**src/rtl/multiscroll_attractor_euler_step_core_macros.svh**
```systemverilog
// ----------------------------------------------------------------------------
// multiscroll_attractor_euler_step_core_macros
// Assertion macros for the attractor step core.
// ----------------------------------------------------------------------------
`ifndef MULTISCROLL_ATTRACTOR_EULER_STEP_CORE_MACROS_SVH
`define MULTISCROLL_ATTRACTOR_EULER_STEP_CORE_MACROS_SVH
`ifndef SYNTHESIS
`define MSA_ASSERT_IMPL(label, clk, rst_n, cond) \
    label: assert property (@(posedge clk) disable iff (!rst_n) (cond)) \
        else $error("assertion failed");
`define MSA_ASSERT_NEXT(label, clk, rst_n, pre, post) \
    label: assert property (@(posedge clk) disable iff (!rst_n) (pre) |=> (post)) \
        else $error("assertion failed");
`else
`define MSA_ASSERT_IMPL(label, clk, rst_n, cond)
`define MSA_ASSERT_NEXT(label, clk, rst_n, pre, post)
`endif
`endif

```
**src/rtl/msa_pkg.sv**
```systemverilog
// ----------------------------------------------------------------------------
// msa_pkg
// Types, constants and register indexes of the attractor step core.
// ----------------------------------------------------------------------------
`default_nettype none
package msa_pkg;
    localparam int unsigned STEP_FRAC     = 20;
    localparam int unsigned LEVEL_LOW     = 655;
    localparam int unsigned LEVEL_SPAN_R  = 41943;
    localparam int unsigned LEVEL_SPAN_GB = 37356;

    typedef enum logic [2:0] {
        REG_STEP_SIZE  = 3'd0,
        REG_SLOW_DECAY = 3'd1,
        REG_LED_COUNT  = 3'd2,
        REG_START_X    = 3'd3,
        REG_START_Y    = 3'd4,
        REG_START_Z    = 3'd5
    } reg_index_t;

    typedef enum logic [2:0] {
        ST_IDLE,
        ST_MUL,
        ST_DIV,
        ST_DONE
    } ctrl_state_t;

    // controller -> datapath
    typedef struct packed {
        logic       start;      // latch input item
        logic       mul_step;   // run one micro step of the arithmetic sequence
        logic       div_start;  // begin divider op
        logic       div_step;   // one restoring step
        logic       div_store;  // store quotient
        logic       commit;     // result taken, return to idle
    } ctrl_cmd_t;

    // datapath -> controller
    typedef struct packed {
        logic mul_last;
        logic div_last_op;
        logic div_last_bit;
    } dp_status_t;
endpackage
`default_nettype wire

```
**src/rtl/msa_ctrl.sv**
```systemverilog
// ----------------------------------------------------------------------------
// msa_ctrl
// Sequencer: multiply phase, six serial divisions, result handoff.
// ----------------------------------------------------------------------------
`default_nettype none
module msa_ctrl (
    input  wire logic                 clk,
    input  wire logic                 rst_n,
    input  wire logic                 in_fire,
    input  wire logic                 out_free,
    input  wire msa_pkg::dp_status_t  status,
    output msa_pkg::ctrl_cmd_t        cmd,
    output logic                      busy
);
    import msa_pkg::*;

    ctrl_state_t state_reg, state_next;
    logic        div_run_reg, div_run_next;

    always_ff @(posedge clk or negedge rst_n)
    begin
        if (!rst_n)
        begin
            state_reg   <= ST_IDLE;
            div_run_reg <= 1'b0;
        end
        else
        begin
            state_reg   <= state_next;
            div_run_reg <= div_run_next;
        end
    end

    always_comb
    begin
        state_next   = state_reg;
        div_run_next = div_run_reg;
        unique case (state_reg)
            ST_IDLE:
            begin
                if (in_fire)
                    state_next = ST_MUL;
            end
            ST_MUL:
            begin
                if (status.mul_last)
                begin
                    state_next   = ST_DIV;
                    div_run_next = 1'b0;
                end
            end
            ST_DIV:
            begin
                if (!div_run_reg)
                    div_run_next = 1'b1;
                else if (status.div_last_bit)
                begin
                    div_run_next = 1'b0;
                    if (status.div_last_op)
                        state_next = ST_DONE;
                end
            end
            ST_DONE:
            begin
                if (out_free)
                    state_next = ST_IDLE;
            end
            default: state_next = ST_IDLE;
        endcase
    end

    always_comb
    begin
        cmd  = '0;
        busy = 1'b1;
        unique case (state_reg)
            ST_IDLE:
            begin
                busy      = 1'b0;
                cmd.start = in_fire;
            end
            ST_MUL:  cmd.mul_step = 1'b1;
            ST_DIV:
            begin
                cmd.div_start = !div_run_reg;
                cmd.div_step  = div_run_reg;
                cmd.div_store = div_run_reg && status.div_last_bit;
            end
            ST_DONE: cmd.commit = out_free;
            default: ;
        endcase
    end
endmodule
`default_nettype wire

```
**config.mk**
```make
export PLATFORM = sky130hd
export DESIGN_NAME = msa_ctrl
export DESIGN_NICKNAME = d
export VERILOG_FILES = /design/src/rtl/multiscroll_attractor_euler_step_core_macros.svh /design/src/rtl/msa_pkg.sv /design/src/rtl/msa_ctrl.sv
export SDC_FILE = /design/constraint.sdc
export NUM_CORES = 1
export LEC_CHECK = 0
export ABC_AREA = 1
export BUFFER_PORTS_ARGS = -buffer_cell sky130_fd_sc_hd__buf_2
export CAP_MARGIN = 15
export CORE_AREA = 2 2 39 41
export CTS_CLUSTER_SIZE = 14
export DETAILED_ROUTE_END_ITERATION = 7
export DIE_AREA = 0 0 41 43
export PLACE_DENSITY = 0.48
export SETUP_SLACK_MARGIN = 0.2
export SLEW_MARGIN = 20
export SYNTH_ARGS = -nofsm -noshare
export SYNTH_HDL_FRONTEND = slang
export SYNTH_SLANG_ARGS = --single-unit
```
**constraint.sdc**
```tcl
create_clock -name clk -period 1.4 [get_ports clk]
set_input_delay 0.21 -clock clk [delete_from_list [all_inputs] [get_ports clk]]
set_output_delay 0.21 -clock clk [all_outputs]
set_load 0.01 [all_outputs]
```
==> reports/qor.txt, run 1 <==
CTS Sinks: 3
CTS Buf Count: 3
root buf cell: clkbuf_4
commonest cells after routing, fill and taps aside: 13 x buf_2, 11 x nand2_1, 7 x inv_1
DIE HEIGHT: 43 µm
Final Max Tran Viols: 0
Total Power: 1.03 mW
setup TNS: 0 ps
iteration count of the initial detailed-routing pass: 3
vias in the first global route: 329
run status: complete, no violations
global-route wire length before repair: 1210 µm
Slew HR: 89.0%
Tcrit/Tclk final: 96.9%
Vias/cell: 3.98
initial antenna violation count: 0
Cell Area, Synth: 297 µm²
share of cells above drive strength 1: 56.7%
WL/cell: 8.58 µm
Die ar.: 1760 µm²
Reg2Reg Depth: 7
Placeable Area: 1380 µm²
DRT iter0 DRCs: 5
Fin. Hold Viols: 0
CP Launch Type: register
count of cell types in the netlist: 13
IO buf count: 13
synthesized instance count: 45
met3 WL: 42 µm
Yosys reg bits: 3
Setup violations, final: 0
Final ANT Viol Nets: 0
Met2 Wirelength: 381 µm
minimum clock period: 1360 ps
site row count: 14
diode count: 0
worst IR drop on VDD: 785 µV
Worst Skew: 0.0223 ps
CP arrival: 1150 ps
Initial Utilization: 21.4%
capturing point of the worst reg2reg path: state_reg[1]
Critical Path RT: 1190 ps
Syn Nets: 56
Leakage: 0.293 nW
Clock Pin Slew Worst Setup and Hold Paths: 30 ps
synthesis warning total: 0
DRC violation count after routing: 0
Syn Area/Cell: 6.59 µm²
gr usage total: 10.3%
nets: 79
IO Count: 14
CTS tree: done
maxcap violations: 0
sequential area share after synthesis: 25.3%
max layer used: met4
Synth area leader: dfrtp_1
fin util: 34.6%
gpl congestion: 0.745
Largest register FFs: 2
grt ovf: 0
final WL: 712 µm
fillers: 165
Worst Setup Path Type: reg -> out
Worst R2R Setup Slack: 150 ps
Pwr per Cell Area: 2150 nW/µm²
RSZ-0062 raised after global routing: yes
H-tree depth: 1
endpoint class of the critical path: output port
fmax: 0.737 GHz
ranking of synthesized cells by area: dfrtp_1 25%, ha_1 17%, nand2_1 16%
Hold WC Path Type: in -> async
worst skew pair latency: 230 ps
Worst-Margin Slew: 164 ps
DP HPWL: 520 µm
most common cell after layout, fill and taps aside: buf_2
top-area cell type share of the netlist area: 25.3%
total number of vias: 330
largest net degree at the start of global routing: 7
metal1 wirelength: 270 µm
die width: 41 µm
Max Buffers Root-to-Sink: 2
CP Max Fanout: 6
area grow syn2layout: 61.6%
register area: 76.3 µm²
Reg2Reg Launch Point: state_reg[0]
area occupied by multi-input gates: 203 µm²
cells by family after synthesis:
logic type / count (synthesis) / synth area share [%]
AO/OA/AOI/OAI: 6 / 14.3
adder cells (fa/ha/maj): 4 / 16.9
buffers and inverters: 13 / 16.5
flip-flops: 3 / 25.3
AND/OR/NAND/NOR: 19 / 27.0
repair_timing:
| action | CTS | global route |
|---|---|---|
| hold buffers | 1 | 0 |
| endpoints found under the hold margin | 3 | 0 |
| setup buffers | 3 | 1 |
| gates resized for setup | 7 | 6 |
| pin swaps | 2 | 5 |
| setup endpoints to repair | 9 | 10 |
worst max-delay path, cell delays in order (launching register included):
cell	delay, ps
dfrtp_1	400
inv_2	110
ha_4	180
inv_2	40
nor2_1	70
buf_2	130
cell type report:
cell class              count  share of cell area, %
repair buffers             18                   21.9
well taps                  16                   4.18
inverters                  13                   10.2
multi-input cells          29                   42.3
clock buffers               4                   5.48
flip-flops and latches      3                   15.9
synthesized netlist by cell type:
| master | instances |
|---|---|
| nand2_2 | 1 |
| dfrtp_1 | 3 |
| nor2_1 | 1 |
| nand3_1 | 3 |
| o21ai_1 | 2 |
| nor2_2 | 1 |
| inv_2 | 2 |
| inv_1 | 11 |
| nand2_1 | 13 |
| a21oi_2 | 1 |
| o21bai_1 | 2 |
| ha_1 | 4 |
| o21ai_2 | 1 |
power breakdown:
group | internal (mW) | switching (mW)
Clock | 0.107 | 0.0426
Combinational | 0.318 | 0.384
Sequential | 0.132 | 0.0491
Total | 0.557 | 0.476
per-layer routing:
metal / global-route usage (%) / vias to the layer above
met5: 0 / -
met4: 9.33 / 0
met3: 2.62 / 2
met2: 14.7 / 9
met1: 11.7 / 143
li1: - / 176
through the flow:
stage | area (µm²) | worst slack [ps] | instances | hold slack (ps)
global placement | 382 | 143 | 74 | 7.93
CTS | 458 | 43.5 | 82 | 286
global route | 479 | -34.9 | 83 | 319
floorplan | 297 | 223 | 45 | -85.6
finish | 479 | 43.6 | 83 | 293
detailed placement | 382 | 129 | 74 | 6.44
how the worst max path moves through the flow:
stage	from	endpoint	cells past startpoint
2_1_floorplan	state_reg[0]	cmd[1]	4
3_3_place_gp	state_reg[0]	cmd[1]	5
3_5_place_dp	state_reg[0]	cmd[1]	5
4_1_cts	state_reg[1]	cmd[5]	5
5_1_grt	state_reg[0]	cmd[5]	5
6_report	state_reg[0]	cmd[1]	5
No activity file was read; power rests on OpenSTA's default activity.
==> run 2, diff against run 1 <==
--- a/config.mk
+++ b/config.mk
@@ -12,7 +12,8 @@
 export CTS_CLUSTER_SIZE = 14
 export DETAILED_ROUTE_END_ITERATION = 7
 export DIE_AREA = 0 0 41 43
-export PLACE_DENSITY = 0.48
+export HOLD_SLACK_MARGIN = 0.05
+export PLACE_DENSITY_LB_ADDON = 0.15
 export SETUP_SLACK_MARGIN = 0.2
 export SLEW_MARGIN = 20
 export SYNTH_ARGS = -nofsm -noshare
==> run 2 against run 1 <==
Wire length is 1.5% lower. Non-clock buffer count fell by 1. Utilization rose by 0.90 points. Sequential cell count did not move. Total power up 4.2%. First-iteration DRC count down 80%. Cell count decreased by 1.2%. Clock skew up 1.3 ps. Register-to-register slack barely moved.
==> reports/qor.txt, run 2 (synthesized netlist as in run 1, its figures left out) <==
Final ANT Viol Nets: 0
WL/cell: 8.55 µm
Clock Pin Slew Worst Setup and Hold Paths: 40 ps
DRT iter0 DRCs: 1
run status: complete, no violations
most common cell after layout, fill and taps aside: buf_2
root buf cell: clkbuf_4
CTS tree: done
sw frac: 45.5%
Slew HR: 88.8%
Die ar.: 1760 µm²
Vias/cell: 3.89
DRC violation count after routing: 0
die width: 41 µm
gr usage total: 9.67%
initial antenna violation count: 0
iteration count of the initial detailed-routing pass: 2
gpl congestion: 0.724
CP Launch Type: register
H-tree depth: 1
share of cells above drive strength 1: 53.0%
Worst Setup Path Type: reg -> out
CP arrival: 1150 ps
Clk pwr share: 13.9%
Fin. Hold Viols: 0
Tcrit/Tclk final: 97.0%
CP max stage delay: 400 ps
CP cell instances: inv_2, ha_4, inv_2, nor2_1, buf_2
Hold WC Path Type: in -> reg
Worst-Margin Slew: 168 ps
vias in the first global route: 310
fmax: 0.736 GHz
area grow syn2layout: 65.8%
IO buf count: 13
Worst Skew: 1.33 ps
grt ovf: 0
minimum clock period: 1360 ps
commonest cells after routing, fill and taps aside: 12 x buf_2, 11 x nand2_1, 8 x inv_1
CP Max Fanout: 5
CTS Buf Count: 3
Leakage: 0.309 nW
nets: 78
global-route wire length before repair: 1120 µm
CTS Sinks: 3
Setup violations, final: 0
sequential share of power: 16.2%
sw power: 0.489 mW
RSZ-0062 raised after global routing: yes
DP HPWL: 540 µm
Placement Cell Area: 382 µm²
Total Power: 1.08 mW
Fin Hold WS: 294 ps
maxcap violations: 0
Crit-path slowest cell: dfrtp_1
Critical Path RT: 1190 ps
logic gate share of total power: 69.9%
post-route cell area: 492 µm²
Max Buffers Root-to-Sink: 2
Initial Utilization: 21.4%
Worst R2R Setup Slack: 160 ps
most frequent CP cell: inv_2
worst skew pair latency: 230 ps
Final Max Tran Viols: 0
total number of vias: 319
DIE HEIGHT: 43 µm
Pwr per Cell Area: 2190 nW/µm²
final WL: 701 µm
Placeable Area: 1380 µm²
site row count: 14
IO Count: 14
diode count: 0
cell-internal power: 0.587 mW
worst IR drop on VDD: 817 µV
endpoint class of the critical path: output port
largest net degree at the start of global routing: 6
Largest register FFs: 2
==> run 2: power by group through the flow <==
stage / logic (mW) / clock network (mW) / registers [mW]
floorplan: 0.416 / 0 / 0.157
global placement: 0.581 / 0 / 0.163
detailed placement: 0.564 / 0 / 0.165
CTS: 0.660 / 0.159 / 0.174
global route: 0.827 / 0.171 / 0.182
finish: 0.752 / 0.149 / 0.174
==> run 2: per-layer routing <==
metal / vias to the layer above / GRT usage (%) / share of wire, %
met3: 0 / 1.57 / 3.1
met4: 0 / 8.00 / 0
met1: 140 / 10.4 / 43
met5: - / 0 / 0
met2: 5 / 15.3 / 53
li1: 174 / - / -
==> run 2: area by class of cell <==
class / count / area (µm²)
sequential: 3 / 75.1
inverter: 13 / 48.8
fill: 161 / 892
timing repair buffer: 17 / 108
multi-input combinational: 29 / 214
tap: 16 / 20.0
clock buffer: 4 / 26.3
==> run 2: repair_timing <==
action                                  CTS  global route
endpoints found under the hold margin     3             0
setup buffers                             3             0
gates resized for setup                   6             9
hold buffers                              1             0
endpoints found under the setup margin    9            10
pin swaps                                 2             3
==> run 2: final timing paths <==
path | from | endpoint | depth (start not counted)
worst max-delay path | state_reg[0] | cmd[1] | 5
worst min-delay path | status[0] | div_run_reg | 4
worst max register to register | state_reg[1] | state_reg[0] | 7
worst min register to register | div_run_reg | div_run_reg | 2
max in group asynchronous | rst_n | state_reg[0] | 2
min in group asynchronous | rst_n | state_reg[1] | 2
==> run 2: per-stage QoR <==
| step | TNS (ps) | worst slack [ps] | cells | utilization (%) |
|---|---|---|---|---|
| 6_report | 0 | 42.1 | 82 | 35.5 |
| 5_1_grt | -81.4 | -31.8 | 82 | 35.5 |
| 2_1_floorplan | 0 | 223 | 45 | - |
| 3_5_place_dp | 0 | 114 | 74 | 27.6 |
| 3_3_place_gp | 0 | 129 | 74 | 27.6 |
| 4_1_cts | 0 | 39.1 | 82 | 32.9 |
==> run 2: worst max-delay path: cells and delay by family (launching register included) <==
| family | cells | cell delay, ps |
|---|---|---|
| adders and majority gates | 1 | 170 |
| buffers and inverters | 3 | 280 |
| DFF | 1 | 400 |
| and+or+nand+nor | 1 | 70 |
